[src/rtl/xcfd_pkg.sv]
// ----------------------------------------------------------------------------
// xcfd_pkg
// Shared types and constants for the XOR-checked frame deframer.
// ----------------------------------------------------------------------------
package xcfd_pkg;

   localparam int MAX_PAYLOAD_DEFAULT = 128;
   localparam int HEADER_BYTES        = 8;
   localparam int CAPTURE_BYTES       = 12;

   localparam logic [7:0] START_BYTE_RESET    = 8'h01;
   localparam logic [7:0] PAYLOAD_LIMIT_RESET = 8'd128;

   // Configuration register indexes
   localparam logic CSR_START_BYTE    = 1'b0;
   localparam logic CSR_PAYLOAD_LIMIT = 1'b1;

   // Frame status codes; the first three also index the event counters
   localparam logic [1:0] STATUS_VALID      = 2'd0;
   localparam logic [1:0] STATUS_HEADER_BAD = 2'd1;
   localparam logic [1:0] STATUS_DATA_BAD   = 2'd2;
   localparam logic [1:0] STATUS_LENGTH_REJ = 2'd3;
   localparam logic [1:0] COUNT_STARTS      = 2'd3;

   typedef struct packed {
      logic [1:0]  frame_status;
      logic [15:0] frame_id;
      logic [15:0] frame_kind;
      logic [15:0] payload_length;
      logic [31:0] payload_word0;
      logic [31:0] payload_word1;
      logic [31:0] payload_word2;
      logic [31:0] good_frames;
      logic [31:0] header_fails;
      logic [31:0] data_fails;
      logic [31:0] starts_seen;
   } result_type;

   typedef struct packed {
      logic [7:0] start_byte;
      logic [7:0] payload_limit;
   } config_type;

endpackage

[src/rtl/xcfd_engine.sv]
// ----------------------------------------------------------------------------
// xcfd_engine
// Frame state, header store, running XOR, payload capture and event counters.
// Processes one accepted transaction per cycle and raises push when a frame completes or its length is rejected.
// ----------------------------------------------------------------------------
module xcfd_engine #(
   parameter int MAX_PAYLOAD = xcfd_pkg::MAX_PAYLOAD_DEFAULT
) (
   input  logic                   clock,
   input  logic                   reset,
   input  xcfd_pkg::config_type   cfg,
   input  logic                   in_accept,
   input  logic                   in_type,
   input  logic [7:0]             in_byte,
   output logic                   push_valid,
   output xcfd_pkg::result_type   push_data
);

   localparam logic [7:0] MaxLimit = 8'(MAX_PAYLOAD);
   localparam int HdrStore = xcfd_pkg::HEADER_BYTES - 1;

   logic [7:0]  pos_ff, pos_in;
   logic [7:0]  total_ff, total_in;
   logic [7:0]  xor_ff, xor_in;
   logic        hdr_ok_ff, hdr_ok_in;
   logic [31:0] cap_ff [3];
   logic [31:0] cap_in [3];
   logic [31:0] cnt_ff [4];
   logic [31:0] cnt_in [4];
   logic [7:0]  hdr_ff [HdrStore];

   logic [7:0]  limit;
   logic [15:0] len;
   logic [7:0]  hdr_x;
   logic        hok_now;
   logic        hdr_we;
   logic [1:0]  st;
   logic        push;

   assign limit   = (cfg.payload_limit > MaxLimit) ? MaxLimit : cfg.payload_limit;
   assign len     = {hdr_ff[3], hdr_ff[4]};
   assign hdr_x   = hdr_ff[0] ^ hdr_ff[1] ^ hdr_ff[2] ^ hdr_ff[3]
                  ^ hdr_ff[4] ^ hdr_ff[5] ^ hdr_ff[6];
   assign hok_now = (in_byte == ~hdr_x);

   always_comb begin
      pos_in    = pos_ff;
      total_in  = total_ff;
      xor_in    = xor_ff;
      hdr_ok_in = hdr_ok_ff;
      cap_in    = cap_ff;
      cnt_in    = cnt_ff;
      hdr_we    = 1'b0;
      st        = xcfd_pkg::STATUS_VALID;
      push      = 1'b0;
      if (in_accept) begin
         if (in_type) begin
            pos_in   = '0;
            total_in = '0;
            xor_in   = '0;
            cap_in   = '{default: '0};
         end else if (total_ff == '0) begin
            if (pos_ff != '0 || in_byte == cfg.start_byte) begin
               if (pos_ff == '0) begin
                  cnt_in[xcfd_pkg::COUNT_STARTS] = cnt_ff[xcfd_pkg::COUNT_STARTS] + 32'd1;
                  xor_in = '0;
                  cap_in = '{default: '0};
               end
               hdr_we = (pos_ff < 8'(HdrStore));
               pos_in = pos_ff + 8'd1;
               if (pos_ff == 8'(HdrStore)) begin
                  // header complete
                  pos_in    = '0;
                  xor_in    = '0;
                  hdr_ok_in = hok_now;
                  if (len > {8'd0, limit}) begin
                     st     = xcfd_pkg::STATUS_LENGTH_REJ;
                     push   = 1'b1;
                     cap_in = '{default: '0};
                  end else if (len == '0) begin
                     st         = hok_now ? xcfd_pkg::STATUS_VALID
                                          : xcfd_pkg::STATUS_HEADER_BAD;
                     cnt_in[st] = cnt_ff[st] + 32'd1;
                     push       = 1'b1;
                     cap_in     = '{default: '0};
                  end else begin
                     total_in = len[7:0];
                  end
               end
            end
         end else if (pos_ff < total_ff) begin
            if (pos_ff < 8'(xcfd_pkg::CAPTURE_BYTES)) begin
               cap_in[pos_ff[3:2]][{pos_ff[1:0], 3'b000} +: 8] =
                  cap_ff[pos_ff[3:2]][{pos_ff[1:0], 3'b000} +: 8] | in_byte;
            end
            xor_in = xor_ff ^ in_byte;
            pos_in = pos_ff + 8'd1;
         end else begin
            // data check byte
            if (!hdr_ok_ff) begin
               st = xcfd_pkg::STATUS_HEADER_BAD;
            end else if (in_byte != ~xor_ff) begin
               st = xcfd_pkg::STATUS_DATA_BAD;
            end else begin
               st = xcfd_pkg::STATUS_VALID;
            end
            cnt_in[st] = cnt_ff[st] + 32'd1;
            push       = 1'b1;
            pos_in     = '0;
            total_in   = '0;
            xor_in     = '0;
            cap_in     = '{default: '0};
         end
      end
   end

   always_comb begin
      push_valid                = push;
      push_data.frame_status    = st;
      push_data.frame_id        = {hdr_ff[1], hdr_ff[2]};
      push_data.frame_kind      = {hdr_ff[5], hdr_ff[6]};
      push_data.payload_length  = len;
      push_data.payload_word0   = (st == xcfd_pkg::STATUS_LENGTH_REJ) ? '0 : cap_ff[0];
      push_data.payload_word1   = (st == xcfd_pkg::STATUS_LENGTH_REJ) ? '0 : cap_ff[1];
      push_data.payload_word2   = (st == xcfd_pkg::STATUS_LENGTH_REJ) ? '0 : cap_ff[2];
      push_data.good_frames     = cnt_in[xcfd_pkg::STATUS_VALID];
      push_data.header_fails    = cnt_in[xcfd_pkg::STATUS_HEADER_BAD];
      push_data.data_fails      = cnt_in[xcfd_pkg::STATUS_DATA_BAD];
      push_data.starts_seen     = cnt_in[xcfd_pkg::COUNT_STARTS];
   end

   always_ff @(posedge clock) begin
      if (reset) begin
         pos_ff    <= '0;
         total_ff  <= '0;
         xor_ff    <= '0;
         hdr_ok_ff <= 1'b0;
         cap_ff    <= '{default: '0};
         cnt_ff    <= '{default: '0};
      end else begin
         pos_ff    <= pos_in;
         total_ff  <= total_in;
         xor_ff    <= xor_in;
         hdr_ok_ff <= hdr_ok_in;
         cap_ff    <= cap_in;
         cnt_ff    <= cnt_in;
      end
   end

   always_ff @(posedge clock) begin
      if (hdr_we) begin
         hdr_ff[pos_ff[2:0]] <= in_byte;
      end
   end

`ifndef SYNTHESIS
   a_header_pos: assert property (@(posedge clock) disable iff (reset)
      (total_ff == '0) |-> (pos_ff < 8'(xcfd_pkg::HEADER_BYTES)))
      else $error("header position out of range");

   a_payload_pos: assert property (@(posedge clock) disable iff (reset)
      (total_ff != '0) |-> (pos_ff <= total_ff && total_ff <= MaxLimit))
      else $error("payload position beyond frame length");

   a_resync_clear: assert property (@(posedge clock) disable iff (reset)
      (in_accept && in_type) |=> (pos_ff == '0 && total_ff == '0 && xor_ff == '0))
      else $error("resync did not clear frame state");
`endif

endmodule

[src/rtl/xcfd_out_buffer.sv]
// ----------------------------------------------------------------------------
// xcfd_out_buffer
// Result register with a skid stage; full tells the engine to stall input.
// ----------------------------------------------------------------------------
module xcfd_out_buffer (
   input  logic                   clock,
   input  logic                   reset,
   input  logic                   push_valid,
   input  xcfd_pkg::result_type   push_data,
   output logic                   full,
   output logic                   rsp_valid,
   input  logic                   rsp_stall,
   output xcfd_pkg::result_type   rsp_data
);

   logic                 out_valid_ff, out_valid_in;
   logic                 skid_valid_ff, skid_valid_in;
   xcfd_pkg::result_type out_data_ff, out_data_in;
   xcfd_pkg::result_type skid_data_ff, skid_data_in;
   logic                 pop;

   assign pop       = out_valid_ff && !rsp_stall;
   assign full      = skid_valid_ff;
   assign rsp_valid = out_valid_ff;
   assign rsp_data  = out_data_ff;

   always_comb begin
      out_valid_in  = out_valid_ff;
      out_data_in   = out_data_ff;
      skid_valid_in = skid_valid_ff;
      skid_data_in  = skid_data_ff;
      if (!out_valid_ff || pop) begin
         if (skid_valid_ff) begin
            out_valid_in  = 1'b1;
            out_data_in   = skid_data_ff;
            skid_valid_in = push_valid;
            skid_data_in  = push_data;
         end else begin
            out_valid_in  = push_valid;
            out_data_in   = push_data;
         end
      end else if (push_valid) begin
         skid_valid_in = 1'b1;
         skid_data_in  = push_data;
      end
   end

   always_ff @(posedge clock) begin
      if (reset) begin
         out_valid_ff  <= 1'b0;
         skid_valid_ff <= 1'b0;
      end else begin
         out_valid_ff  <= out_valid_in;
         skid_valid_ff <= skid_valid_in;
      end
   end

   always_ff @(posedge clock) begin
      out_data_ff  <= out_data_in;
      skid_data_ff <= skid_data_in;
   end

`ifndef SYNTHESIS
   a_skid_order: assert property (@(posedge clock) disable iff (reset)
      skid_valid_ff |-> out_valid_ff)
      else $error("skid holds a transaction while output is empty");

   a_no_overrun: assert property (@(posedge clock) disable iff (reset)
      (skid_valid_ff && out_valid_ff && rsp_stall) |-> !push_valid)
      else $error("result pushed into a full buffer");
`endif

endmodule

[src/rtl/xor_checked_frame_deframer_core.sv]
// ----------------------------------------------------------------------------
// xor_checked_frame_deframer_core
// Byte-serial frame deframer with inverted-XOR header and data checks.
// ----------------------------------------------------------------------------
// Takes one received byte per cycle on the req channel while not stalled;
// each byte updates the position, running XOR and capture registers in the
// engine. A frame (start byte, id, length, type, header check, payload, data
// check) yields one rsp transaction, held in the result register or skid
// stage after its last byte; oversized frames are reported with the length
// status right after the header. A result register and skid stage let input
// continue while a result waits; req_stall rises only when both hold one.
// Write csr registers (0 start byte, 1 payload limit) only while idle.
module xor_checked_frame_deframer_core #(
   parameter int MAX_PAYLOAD = xcfd_pkg::MAX_PAYLOAD_DEFAULT
) (
   input  logic        clock,
   input  logic        reset,
   input  logic        csr_write_enable,
   input  logic        csr_index,
   input  logic [7:0]  csr_write_data,
   input  logic        req_valid,
   output logic        req_stall,
   input  logic        req_type,
   input  logic [7:0]  req_rx_byte,
   output logic        rsp_valid,
   input  logic        rsp_stall,
   output logic [1:0]  rsp_frame_status,
   output logic [15:0] rsp_frame_id,
   output logic [15:0] rsp_frame_kind,
   output logic [15:0] rsp_payload_length,
   output logic [31:0] rsp_payload_word0,
   output logic [31:0] rsp_payload_word1,
   output logic [31:0] rsp_payload_word2,
   output logic [31:0] rsp_good_frames,
   output logic [31:0] rsp_header_fails,
   output logic [31:0] rsp_data_fails,
   output logic [31:0] rsp_starts_seen
);

   xcfd_pkg::config_type cfg_ff, cfg_in;
   xcfd_pkg::result_type push_data;
   xcfd_pkg::result_type rsp_data;
   logic                 push_valid;
   logic                 full;
   logic                 in_accept;

   always_comb begin
      cfg_in = cfg_ff;
      if (csr_write_enable) begin
         case (csr_index)
            xcfd_pkg::CSR_START_BYTE:    cfg_in.start_byte    = csr_write_data;
            xcfd_pkg::CSR_PAYLOAD_LIMIT: cfg_in.payload_limit = csr_write_data;
            default:                     cfg_in = cfg_ff;
         endcase
      end
   end

   always_ff @(posedge clock) begin
      if (reset) begin
         cfg_ff.start_byte    <= xcfd_pkg::START_BYTE_RESET;
         cfg_ff.payload_limit <= xcfd_pkg::PAYLOAD_LIMIT_RESET;
      end else begin
         cfg_ff <= cfg_in;
      end
   end

   assign req_stall = full;
   assign in_accept = req_valid && !full;

   xcfd_engine #(
      .MAX_PAYLOAD (MAX_PAYLOAD)
   ) u_engine (
      .clock      (clock),
      .reset      (reset),
      .cfg        (cfg_ff),
      .in_accept  (in_accept),
      .in_type    (req_type),
      .in_byte    (req_rx_byte),
      .push_valid (push_valid),
      .push_data  (push_data)
   );

   xcfd_out_buffer u_out_buffer (
      .clock      (clock),
      .reset      (reset),
      .push_valid (push_valid),
      .push_data  (push_data),
      .full       (full),
      .rsp_valid  (rsp_valid),
      .rsp_stall  (rsp_stall),
      .rsp_data   (rsp_data)
   );

   assign rsp_frame_status   = rsp_data.frame_status;
   assign rsp_frame_id       = rsp_data.frame_id;
   assign rsp_frame_kind     = rsp_data.frame_kind;
   assign rsp_payload_length = rsp_data.payload_length;
   assign rsp_payload_word0  = rsp_data.payload_word0;
   assign rsp_payload_word1  = rsp_data.payload_word1;
   assign rsp_payload_word2  = rsp_data.payload_word2;
   assign rsp_good_frames    = rsp_data.good_frames;
   assign rsp_header_fails   = rsp_data.header_fails;
   assign rsp_data_fails     = rsp_data.data_fails;
   assign rsp_starts_seen    = rsp_data.starts_seen;

endmodule
[config.mk]
export PLATFORM = sky130hd
export DESIGN_NAME = xor_checked_frame_deframer_core
export DESIGN_NICKNAME = d
export VERILOG_FILES = /design/src/rtl/xcfd_pkg.sv /design/src/rtl/xcfd_engine.sv /design/src/rtl/xcfd_out_buffer.sv /design/src/rtl/xor_checked_frame_deframer_core.sv
export SDC_FILE = /design/constraint.sdc
export NUM_CORES = 2
export LEC_CHECK = 0
export ABC_AREA = 1
export BUFFER_PORTS_ARGS = -buffer_cell sky130_fd_sc_hd__buf_2
export CELL_PAD_IN_SITES_DETAIL_PLACEMENT = 0
export CELL_PAD_IN_SITES_GLOBAL_PLACEMENT = 2
export CORE_MARGIN = 4
export CORE_UTILIZATION = 39
export CTS_BUF_LIST = sky130_fd_sc_hd__clkbuf_4 sky130_fd_sc_hd__clkbuf_8
export CTS_CLUSTER_SIZE = 28
export DETAILED_ROUTE_END_ITERATION = 16
export PLACE_DENSITY_LB_ADDON = 0.05
export SLEW_MARGIN = 20
export SYNTH_ARGS = -nofsm -noshare
export SYNTH_HDL_FRONTEND = slang
export SYNTH_SLANG_ARGS = --single-unit
[constraint.sdc]
create_clock -name clock -period 30.6 [get_ports clock]
set_input_delay 0 -clock clock [delete_from_list [all_inputs] [get_ports clock]]
set_output_delay 0 -clock clock [all_outputs]
set_load 0.05 [all_outputs]
==> reports/metrics.cfg <==
[status]
status = finished, final reports clean

[layout]
multi_input_comb_area_mm2 = 0.01522
area_delta_synth_final_pct = 15.19
drive_gt1_frac = 0.1412
n_fill_cell = 10720
final_cells = 6720
stdcell_area_mm2 = 0.04800
nNetsFinal = 5248
register_area_mm2 = 0.02349

[setup_path]
path_max_fanout = 59
crit_path_end_kind = register
path_class = register to register
crit_buf_inv = 8
crit_top_cell = buf_4
critical-path-slowest-cell = buf_4
crit_path_start_kind = register
cp_top_family = buffers and inverters
slowest_delay_ns = 0.75
worstPathArrival_ns = 5.72
crit_chain = inv_6 -> nand2_1 -> nor2_2 -> buf_4 -> inv_2 -> buf_4 -> nor2_1 -> inv_1 -> buf_4 -> o21ai_0 -> nand3_1 -> o21ai_4 -> buf_4 -> buf_4
critical_path_required_ns = 31.05

[timing]
tns_ns = 0
holdWs_ns = 0.1151
slew_viol_final = 0
period_minus_slack_ns = 5.270
fmax_mhz = 189.7
fin_worst_skew_ns = 0.04263
hold_viol = 0
worst_pin_slew_ns = 1.064
max-slew-margin-rel = 0.2850
setup_viol = 0
rsz0062_at_grt = false
fin_crit_sh = 0.1722

[drt]
drt-total-wl_mm = 144.1
drc = 0
wl_per_cell_um = 21.44
viasPerCell = 5.050
antenna_left = 0
vias = 33936
drtPass1Iterations = 8
drt_iter0_drc = 2653

[yosys]
syn_inst = 4872
synth_common_cells = 1458 x nand2_1, 604 x edfxtp_1, 522 x inv_1
synth-edff-count = 604
syn_area_per_cell_um2 = 8.553
synth.most_common_cell = nand2_1
synth_area_leaders = edfxtp_1 44%, nand2_1 13%, dfxtp_1 13%
synth_top_area_cell = edfxtp_1
yosys.cell_types.count = 56
synth.top_cell.area_share = 0.4352
syn_area_mm2 = 0.04167
synth_nets = 4918
ys_seq_area_frac = 0.5635
synth_seq_cells = 871
synthFlopType = edfxtp_1
async_flop_share = 0
ys_warn_count = 0

[clock_network]
cts_tree = built
holdBufCountCts = 44
cts-root-buf = clkbuf_8
cts_made_buffers = 154
ctsLongestPathBuffers = 3
htree_levels = 4
clkSinkCount = 871
clk_latency_ns = 0.85
clkSlewWorstSetupHoldPaths_ns = 0.06
post-cts-setup-buffers = 0
post_cts_resize_count = 0

[global_route]
groute.usage.overall = 0.2518
grt_pass1_vias = 33353
grt_pass1_wl_mm = 212.7
overflow = 0
grt_max_degree = 174
antenna_found_initial = 4

[floorplan]
die-area_mm2 = 0.1121
rows = 119
fp.dieH_um = 334.9
die_x_um = 334.9
num_io_pins = 299
coreArea_mm2 = 0.1057
start_util = 0.3942

[flow_run]
max-cap-violations = 0

[power_and_ir_drop]
power.density_mw_per_mm2 = 72.89
fin_total_pwr_mw = 3.499
max-vdd-ir-drop_v = 0.00004542
leakage_nw = 20.45

[hold_path]
min_path_type = input port to register

[placed_design]
detailed_place_hpwl_mm = 99.72
gp_congestion = 0.8808
place_area_mm2 = 0.04440
port-buffer-count = 298
placed_cells = 6392

worst paths after layout:
check                                            from                        endpoint  slack, ns  cells after the start
worst max-delay path                u_out_buffer.full  u_out_buffer.skid_data_ff[185]      25.33                     14
worst min-delay path                csr_write_data[0]                       cfg_ff[0]       0.12                      4
worst max register to register      u_out_buffer.full  u_out_buffer.skid_data_ff[185]      25.33                     14
worst min register to register  u_engine.hdr_ff[5][6]  u_out_buffer.skid_data_ff[254]       0.46                      0
tightest hold or removal path, delay by kind of cell:
kind	cells	cell delay, ns
buffers and inverters	2	0.66
AO/OA/AOI/OAI	2	0.26
area by class of cell:
type	instances	share of cell area
clock buffer	234	0.05758
timing repair buffer	388	0.04851
antenna	2	0.0001043
clock inverter	47	0.007611
inverter	556	0.04358
sequential	871	0.4893
multi-input combinational	3231	0.3170
tap	1391	0.03626
through the flow:
step | setup slack (ns) | util
floorplan | 3.191 | -
detailed placement | 25.24 | 0.4200
CTS | 25.20 | 0.4537
global route | 24.94 | 0.4540
finish | 25.33 | 0.4541
global placement | 25.28 | 0.4199
logic make-up (layout without fill, tap and decap cells):
kind of cell             after synthesis  in the layout  share of synthesized area
buffers and inverters                770           1225                    0.07245
AO/OA/AOI/OAI                        710            710                    0.09602
other                                  0              2                          0
adder cells (fa/ha/maj)               23             23                   0.006906
AND/OR/NAND/NOR                     2399           2399                     0.2401
flip-flops                           871            871                     0.5635
XOR/XNOR                              99             99                    0.02099
registers in the layout (all words and copies together), names as in the netlist:
signal and cells:
u_out_buffer.rsp_valid 1, u_engine.pos_ff 8, u_out_buffer.rsp_data 274, u_out_buffer.full 1, u_engine.hdr_ff 56, u_engine.xor_ff 8, u_out_buffer.skid_data_ff 274, u_engine.cnt_ff 128
cfg_ff 16, u_engine.hdr_ok_ff 1, u_engine.cap_ff 96, u_engine.total_ff 8
routing by layer:
| layer | share of wire | vias to the layer above | track usage |
|---|---|---|---|
| li1 | - | 16710 | - |
| met1 | 0.44 | 16087 | 0.3267 |
| met2 | 0.48 | 913 | 0.4260 |
| met3 | 0.047 | 226 | 0.04005 |
| met4 | 0.034 | 0 | 0.09408 |
| met5 | 0 | - | 0 |
cells in the final DEF, fill, tap and decap left out, types with 19 or more instances in the layout:
cell type      netlist  layout
a21oi_1            253     253
a22oi_1             28      28
buf_2               19     297
buf_4                9      43
clkbuf_4             0      73
clkbuf_8             0     161
clkinv_1             5      29
dfxtp_1            267     265
dlygate4sd3_1        0      44
edfxtp_1           604     604
ha_1                23      23
inv_1              522     518
inv_2               29      31
nand2_1           1458    1457
nand2_2             25      25
nand3_1            303     303
nand4_1             43      43
nor2_1             445     441
nor2_2              30      33
nor3_1              32      29
o211ai_1            23      23
o21ai_0            238     237
o21ai_1             52      52
o22ai_1             26      26
o32ai_1             19      19
xnor2_1             35      35
xor2_1              63      63
report_power, final:
part           switching [mW]  internal (mW)
registers              0.0550           1.39
logic                   0.749          0.191
clock network           0.500          0.612
No activity file was read; power rests on OpenSTA's default activity.
